===== src/rtl/som_bmu_pkg.sv =====
package som_bmu_pkg;

  localparam int MAX_NEURONS_DEF  = 128;
  localparam int MAX_FEATURES_DEF = 128;
  localparam int VALUE_BITS_DEF   = 16;

  localparam int INDEX_BITS   = 7;
  localparam int CFG_BITS     = 8;
  localparam int CFG_IDX_BITS = 1;
  localparam int WINNER_BITS  = 7;
  localparam int DIST_BITS    = 23;

  localparam logic [DIST_BITS-1:0] DIST_MAX       = '1;
  localparam logic [CFG_BITS-1:0]  NEURONS_RESET  = 8'd100;
  localparam logic [CFG_BITS-1:0]  FEATURES_RESET = 8'd118;

  typedef enum logic [CFG_IDX_BITS-1:0] {
    CFG_NEURONS  = 1'b0,
    CFG_FEATURES = 1'b1
  } cfg_reg_e;

  typedef enum logic {
    OP_WEIGHT = 1'b0,
    OP_SAMPLE = 1'b1
  } op_e;

  typedef enum logic [1:0] {
    ST_IDLE,
    ST_RUN,
    ST_DRAIN,
    ST_DONE
  } ctrl_state_e;

  typedef struct packed {
    logic wr_weight;
    logic wr_sample;
    logic start;
    logic step;
    logic load_out;
  } dp_cmd_t;

  typedef struct packed {
    logic busy;
    logic last_feature;
    logic last_neuron;
  } dp_status_t;

endpackage


===== src/rtl/som_bmu_ctrl.sv =====
module som_bmu_ctrl import som_bmu_pkg::*; #(
  parameter int MAX_NEURONS  = MAX_NEURONS_DEF,
  parameter int MAX_FEATURES = MAX_FEATURES_DEF,
  localparam int NW = (MAX_NEURONS > 1) ? $clog2(MAX_NEURONS) : 1,
  localparam int FW = (MAX_FEATURES > 1) ? $clog2(MAX_FEATURES) : 1
) (
  input  logic                    clk_i,
  input  logic                    rst_ni,
  input  logic                    cfg_valid_i,
  output logic                    cfg_ready_o,
  input  logic [CFG_IDX_BITS-1:0] cfg_index_i,
  input  logic [CFG_BITS-1:0]     cfg_data_i,
  input  logic                    item_valid_i,
  output logic                    item_ready_o,
  input  logic                    item_op_i,
  input  logic [INDEX_BITS-1:0]   item_ni_i,
  input  logic [INDEX_BITS-1:0]   item_fi_i,
  output logic                    result_valid_o,
  input  logic                    result_ready_i,
  output dp_cmd_t                 cmd_o,
  input  dp_status_t              status_i,
  output logic [NW-1:0]           neuron_last_o,
  output logic [FW-1:0]           feature_last_o
);

  ctrl_state_e         state_q, state_d;
  logic [CFG_BITS-1:0] neurons_q, features_q;
  logic                result_valid_q, result_valid_d;
  logic                accept, ni_ok, fi_ok, is_sample, trigger, out_free;

  // Effective counts: zero acts as one, oversize acts as the maximum.
  always_comb begin
    if (neurons_q == '0) begin
      neuron_last_o = '0;
    end else if (32'(neurons_q) > 32'(MAX_NEURONS)) begin
      neuron_last_o = NW'(MAX_NEURONS - 1);
    end else begin
      neuron_last_o = NW'(neurons_q - 8'd1);
    end
    if (features_q == '0) begin
      feature_last_o = '0;
    end else if (32'(features_q) > 32'(MAX_FEATURES)) begin
      feature_last_o = FW'(MAX_FEATURES - 1);
    end else begin
      feature_last_o = FW'(features_q - 8'd1);
    end
  end

  assign cfg_ready_o = 1'b1;

  always_ff @(posedge clk_i or negedge rst_ni) begin
    if (!rst_ni) begin
      neurons_q  <= NEURONS_RESET;
      features_q <= FEATURES_RESET;
    end else if (cfg_valid_i) begin
      unique case (cfg_reg_e'(cfg_index_i))
        CFG_NEURONS:  neurons_q  <= cfg_data_i;
        CFG_FEATURES: features_q <= cfg_data_i;
        default: ;
      endcase
    end
  end

  // Take words only between searches.
  assign item_ready_o = (state_q == ST_IDLE);

  assign accept    = item_valid_i && item_ready_o;
  assign ni_ok     = 32'(item_ni_i) < 32'(MAX_NEURONS);
  assign fi_ok     = 32'(item_fi_i) < 32'(MAX_FEATURES);
  assign is_sample = (item_op_i == OP_SAMPLE);
  assign trigger   = accept && is_sample && fi_ok && (FW'(item_fi_i) == feature_last_o);
  assign out_free  = !result_valid_q || result_ready_i;

  always_comb begin
    state_d = state_q;
    unique case (state_q)
      ST_IDLE:  if (trigger) state_d = ST_RUN;
      ST_RUN:   if (status_i.last_neuron && status_i.last_feature) state_d = ST_DRAIN;
      ST_DRAIN: if (!status_i.busy) state_d = ST_DONE;
      ST_DONE:  if (out_free) state_d = ST_IDLE;
      default:  state_d = ST_IDLE;
    endcase
  end

  always_comb begin
    cmd_o = '0;
    unique case (state_q)
      ST_IDLE: begin
        cmd_o.wr_weight = accept && !is_sample && ni_ok && fi_ok;
        cmd_o.wr_sample = accept && is_sample && fi_ok;
        cmd_o.start     = trigger;
      end
      ST_RUN:   cmd_o.step = 1'b1;
      ST_DRAIN: ;
      ST_DONE:  cmd_o.load_out = out_free;
      default: ;
    endcase
  end

  always_comb begin
    if (cmd_o.load_out) begin
      result_valid_d = 1'b1;
    end else if (result_ready_i) begin
      result_valid_d = 1'b0;
    end else begin
      result_valid_d = result_valid_q;
    end
  end

  assign result_valid_o = result_valid_q;

  always_ff @(posedge clk_i or negedge rst_ni) begin
    if (!rst_ni) begin
      state_q        <= ST_IDLE;
      result_valid_q <= 1'b0;
    end else begin
      state_q        <= state_d;
      result_valid_q <= result_valid_d;
    end
  end

endmodule


===== config.mk =====
export PLATFORM = sky130hd
export DESIGN_NAME = som_bmu_ctrl
export DESIGN_NICKNAME = d
export VERILOG_FILES = /design/src/rtl/som_bmu_pkg.sv /design/src/rtl/som_bmu_ctrl.sv
export SDC_FILE = /design/constraint.sdc
export NUM_CORES = 1
export LEC_CHECK = 0
export BUFFER_PORTS_ARGS = -buffer_cell sky130_fd_sc_hd__buf_2
export CORE_ASPECT_RATIO = 2
export CORE_MARGIN = 2
export CORE_UTILIZATION = 46
export CTS_BUF_LIST = sky130_fd_sc_hd__clkbuf_16
export DETAILED_ROUTE_END_ITERATION = 8
export GPL_ROUTABILITY_DRIVEN = 0
export GPL_TIMING_DRIVEN = 0
export MAX_ROUTING_LAYER = met4
export PLACE_DENSITY = 0.79
export SLEW_MARGIN = 20
export SYNTH_ARGS = -nofsm -noshare
export SYNTH_HDL_FRONTEND = slang
export SYNTH_SLANG_ARGS = --single-unit

===== constraint.sdc =====
create_clock -name clk_i -period 3.1 [get_ports clk_i]
set_clock_uncertainty 0.1 [all_clocks]
set_input_delay 0.155 -clock clk_i [delete_from_list [all_inputs] [get_ports clk_i]]
set_output_delay 0.155 -clock clk_i [all_outputs]
set_load 0.01 [all_outputs]

## After elaboration in Yosys (flattened, before gate mapping)

Cells that the tools add are included.

- Input port bits: 32
- Register bits after elaboration: 19
- Logic and storage cells: 46

- Reduce and logical (&&, ||, !) cells: 15
- $lt $le $gt $ge: 2
- Equal/unequal tests: 8
- Mux-type cells: 14
- Add/sub/neg operators: 2
- Bitwise operators: 1

Operators with widths:

| operator | number |
|---|---|
| 2-to-1 mux 7 bit | 4 |
| > comparator 8 bit (second input constant) | 2 |
| logical NOT 8 bit | 2 |
| subtractor 7 x 1 -> 7 bit (second input constant) | 2 |
| 2-to-1 mux 2 bit | 4 |
| != test 2 bit (second input constant) | 4 |
| one-hot mux 2 bit (4 select lines) | 1 |
| == test 7 bit | 1 |
| logical AND 1 bit | 5 |
| == test 2 bit (second input constant) | 2 |
| 2-to-1 mux 1 bit | 4 |
| AND reduction 2 bit | 2 |
| AND reduction 4 bit | 1 |
| 2-to-1 mux 3 bit | 1 |
| == test 2 x 1 -> 1 bit (second input constant) | 1 |
| logical NOT 1 bit | 2 |
| logical NOT 2 bit | 1 |
| nonzero test 2 bit | 1 |
| logical OR 1 bit | 1 |
| inverter 1 bit | 1 |

## Longest topological paths before layout

- Word-level depth: 7
- Mapped depth: 11
- Gate-level depth less buffers: 9

## Worst setup path after synthesis

OpenSTA, ideal clock, no wires.

- Kind: reg-to-reg
- From: reg features_q[0]
- To: reg state_q[1]
- Arrival: 2611 ps
- Data required time: 2858 ps
- Period minus slack after synthesis: 2853 ps
- Setup slack: 247 ps
- Stages on the path, launching flop included: 12
- Buffers on the path: 2
- Cell sequence: dfrtp_1 clkbuf_1 inv_1 ha_1 or4b_4 buf_6 a311oi_2 nor3_1 a221oi_2 nand4_1 nor3_1 o311ai_1

- Longest elaborated chain between the ends: 7
- Elaborated cells on any way between the ends: 9
- Classes of those cells: add/sub: 1; order compare: 1; eq/ne: 2; mux: 2; reduce/logical: 3

Ends and longest elaborated chain:

| element | line | RTL |
|---|---|---|
| start: declaration | som_bmu_ctrl.sv:27 | `logic [CFG_BITS-1:0] neurons_q, features_q;` |
| start signal: assignment | som_bmu_ctrl.sv:58 | `CFG_FEATURES: features_q <= cfg_data_i;` |
| subtractor 7 x 1 -> 7 bit / > comparator 8 bit (equally long branches) | som_bmu_ctrl.sv:45, som_bmu_ctrl.sv:42 |  |
| 2-to-1 mux 7 bit | som_bmu_ctrl.sv:42 | `end else if (32'(features_q) > 32'(MAX_FEATURES)) begin` |
| 2-to-1 mux 7 bit * | som_bmu_ctrl.sv:40 | `if (features_q == '0) begin` |
| net feature_last_o[4] | som_bmu_ctrl.sv:23 | `output logic [FW-1:0] feature_last_o` |
| == test 7 bit * | som_bmu_ctrl.sv:71 | `assign trigger = accept && is_sample && fi_ok && (FW'(item_fi_i) == feature_last_o);` |
| logical AND 1 bit * | som_bmu_ctrl.sv:71 |  |
| != test 2 bit (no source line) * | - |  |
| AND reduction 4 bit (no source line) * | - |  |
| end signal: assignment | som_bmu_ctrl.sv:117 | `state_q <= state_d;` |
| end: declaration | som_bmu_ctrl.sv:26 | `ctrl_state_e state_q, state_d;` |

The timed path passes the listed nets; every way through them passes the cells marked *.
A chain may end at the register's enable or synchronous reset.

## Worst setup path in the final report

- From: reg features_q[0]
- To: reg state_q[1]

- Longest elaborated chain between the ends: 7
- Elaborated cells on any way between the ends: 9
- Classes of those cells: add/sub: 1; order compare: 1; eq/ne: 2; mux: 2; reduce/logical: 3

Ends and longest elaborated chain:

| element | line |
|---|---|
| subtractor 7 x 1 -> 7 bit / > comparator 8 bit (equally long branches) | som_bmu_ctrl.sv:45, som_bmu_ctrl.sv:42 |
| 2-to-1 mux 7 bit | som_bmu_ctrl.sv:42 |
| 2-to-1 mux 7 bit * | som_bmu_ctrl.sv:40 |
| == test 7 bit * | som_bmu_ctrl.sv:71 |
| logical AND 1 bit * | som_bmu_ctrl.sv:71 |
| != test 2 bit (no source line) * | - |
| AND reduction 4 bit (no source line) * | - |

Every way passes the cells marked *; elsewhere a longest branch is shown, timed or not.

==> impl_metrics.csv <==
group,metric,value,unit
status,status,"completed",
yosys,ys_types,55,
yosys,synthesis.nets,207,
die,ioPinCount,54,
grt,grt_pass1_wl,5340,um
cells_and_area,final_util,60.46,%
clock_network,htree_levels,1,
cells_and_area,fin_nets,260,
setup_path,crit_family,"simple AND/OR/NAND/NOR gates",
drt,drt-vias-per-instance,5.512,
setup_path,critical_path_class,"reg2reg",
clock_network,cts_tree,"done",
power_and_ir_drop,total_leakage_power,0.8757,nW
setup_path,end_kind,"register",
drt,num_vias,1378,
drt,routedWlPerCell,13.03,um
grt,met1_usage,19.54,%
setup_path,startpoint_type,"register",
die,core-area,0.003193,sq mm
die,dieArea,0.003855,sq mm
power_and_ir_drop,power,1.155,mW
yosys,synth-edff-count,0,
yosys,ys_ff_latch,19,
grt,grt_use_met2,34.12,%
setup_path,worstPathRequired,3.14,ns
sta,drv_slew,0,
sta,final_hold_viol_count,0,
die,rows,29,
cells_and_area,final_cell_mix,"buf_2, nand2_1, mux2_2",
sta,rsz0062_at_grt,"no",
drt,drt_iter0_drc,19,
setup_path,crit_arrival,2.96,ns
placement,dp_hpwl,2591,um
clock_network,cts.clk_slew.worst_paths,0.05,ns
sta,clock.fmax,342.8,MHz
die,start_util,48.24,%
setup_path,cpPeakStageDelay,0.54,ns
grt,grt_usage,18.85,%
die,die_h,85.83,um
grt,grt_overflow,0,
power_and_ir_drop,p_per_area,598.4,mW/mm^2
setup_path,cp.buffers_inverters,2,
cells_and_area,final_common_cell,"buf_2",
yosys,synthesis.area,0.001540,sq mm
clock_network,cts_buffers,3,
power_and_ir_drop,vdd_drop_max,603.5,uV
sta,setup_violations,0,
grt,grt_max_degree,20,
drt,route.detailed.drc,0,
drt,drtAntennaViolNets,0,
grt,grt_pass1_vias,1264,
yosys,synth_async_sr_flop_share,100.0,%
placement,place_inst,243,
yosys,yosys_warnings,0,
setup_path,cp_cell_sequence,"inv_1 > ha_2 > or4b_4 > buf_6 > a311oi_2 > nor3_1 > a221oi_2 > nand4_1 > or4_1 > o311ai_1",
sta,fin_crit_sh,94.10,%
setup_path,crit_path_top_delay_cell,"or4_1",
yosys,ys_seq_area_share,31.52,%
yosys,synth_area_per_cell,9.223,sq um
drt,dr.pass1.iters,4,
yosys,synth_flop_cell,"dfrtp_1",
cells_and_area,fin_cells,250,
cells_and_area,layout-drive-gt1-share,44.75,%
clock_network,cts-root-buf,"clkbuf_16",
placement,portBuffers,45,
die,die_x,44.92,um
run,maxCapViolations,0,
setup_path,cp_max_fo,6,
clock_network,clkSinkCount,19,
clock_network,insertion_delay,0.25,ns
cells_and_area,syn_to_final_growth,25.35,%
sta,fin_crit,2.917,ns
hold_path,hold_class,"in2reg",
yosys,netlist_instances,167,
cells_and_area,antenna_cells,0,
sta,totalNegativeSetupSlack,0,ns
grt,grt-busiest-layer,"met2",
grt,use_met3,2.316,%
drt,drt_wl_total,3258,um
clock_network,max-clock-path-buffers,2,
grt,antenna_found_initial,0,
==> synthesized netlist by cell type, types with 2 or more instances <==
cell,instances,area share [%]
xnor2_1,6,3.4
a21oi_1,11,3.6
inv_1,13,3.2
nor4_1,2,0.81
nand2b_1,2,0.81
nand3_1,2,0.65
nor3_1,8,2.6
ha_1,8,6.5
nor4_2,2,1.6
dfstp_2,8,14
dfrtp_1,11,18
and3_2,2,0.97
or3_1,2,0.81
clkbuf_1,2,0.49
mux2_2,14,10
nand2_1,16,3.9
o21ai_0,8,2.6
xor2_1,2,1.1
nor2b_1,2,0.81
buf_6,3,2.2
buf_4,2,0.97
nor2_1,8,1.9
==> report_power, final <==
| part | internal [mW] | switching [mW] | leakage [nW] |
|---|---|---|---|
| combinational | 0.255 | 0.276 | 0.620 |
| sequential | 0.312 | 0.0521 | 0.215 |
| clock | 0.173 | 0.0880 | 0.0409 |
| total | 0.740 | 0.416 | 0.876 |
==> routing by layer <==
metal	vias to the layer above	part of all wire, %
met5	-	0
met4	0	1.5
met3	4	4.7
met2	47	54
met1	628	40
li1	699	-
==> logic make-up after synthesis <==
group / count (synthesis) / share of synthesized area (%)
other: 1 / 0.2435
XOR/XNOR: 8 / 4.549
AO/OA/AOI/OAI: 36 / 16.41
multiplexers: 15 / 10.89
flip-flops: 19 / 31.52
buffers and inverters: 23 / 8.285
adder cells (fa/ha/maj): 10 / 7.880
AND/OR/NAND/NOR: 55 / 20.23
==> through the flow <==
| step | setup slack, ns | hold slack (ns) | cell area [sq um] |
|---|---|---|---|
| 2_1_floorplan | 0.2470 | -0.2406 | 1540 |
| 4_1_cts | 0.05181 | 0.03107 | 1903 |
| 6_report | 0.1830 | 0.02775 | 1931 |
| 3_5_place_dp | -0.004052 | 0.009799 | 1804 |
| 5_1_grt | 0.02469 | 0.05361 | 1931 |
| 3_3_place_gp | 0.07462 | 0.003536 | 1804 |
==> path summary, 6_finish.rpt <==
path / cells after the start / slack (ns) / start / end
min in group asynchronous: 2 / 0.27 / rst_ni / result_valid_o
worst max-delay path: 10 / 0.18 / features_q[0] / state_q[1]
worst min register to register: 2 / 0.42 / result_valid_o / result_valid_o
max in group asynchronous: 2 / 2.30 / rst_ni / neurons_q[2]
worst max register to register: 10 / 0.18 / features_q[0] / state_q[1]
worst min-delay path: 3 / 0.03 / cfg_data_i[1] / neurons_q[1]
==> registers in the layout, summed over array words and instances, names as in the netlist <==
signal and flops:
state_q 2, result_valid_o 1, features_q 8, neurons_q 8
==> repair_timing <==
item                       in CTS  in global routing
buffers inserted                1                  2
hold endpoints to repair       11                  0
pin swaps                       1                  1
hold buffers                    1                  0
resized for setup               1                  3
setup endpoints to repair       2                  2
==> layout make-up <==
class / instances / area [sq um]
plain buffers: 9 / 75.07
clock buffers: 3 / 75.07
clock inverters: 1 / 5.005
fillers: 292 / 1262
inverters: 13 / 48.80
multi-input cells: 125 / 943.4
flip-flops and latches: 19 / 486.7
well taps: 31 / 38.79
repair buffers: 49 / 257.7
==> worst reg2reg max path: stages, from the launching register on <==
cell,delay (ns)
dfrtp_2,0.41
inv_1,0.09
ha_2,0.21
or4b_4,0.46
buf_6,0.15
a311oi_2,0.22
nor3_1,0.10
a221oi_2,0.27
nand4_1,0.16
or4_1,0.54
o311ai_1,0.10
(Power assumes the default switching activity.)
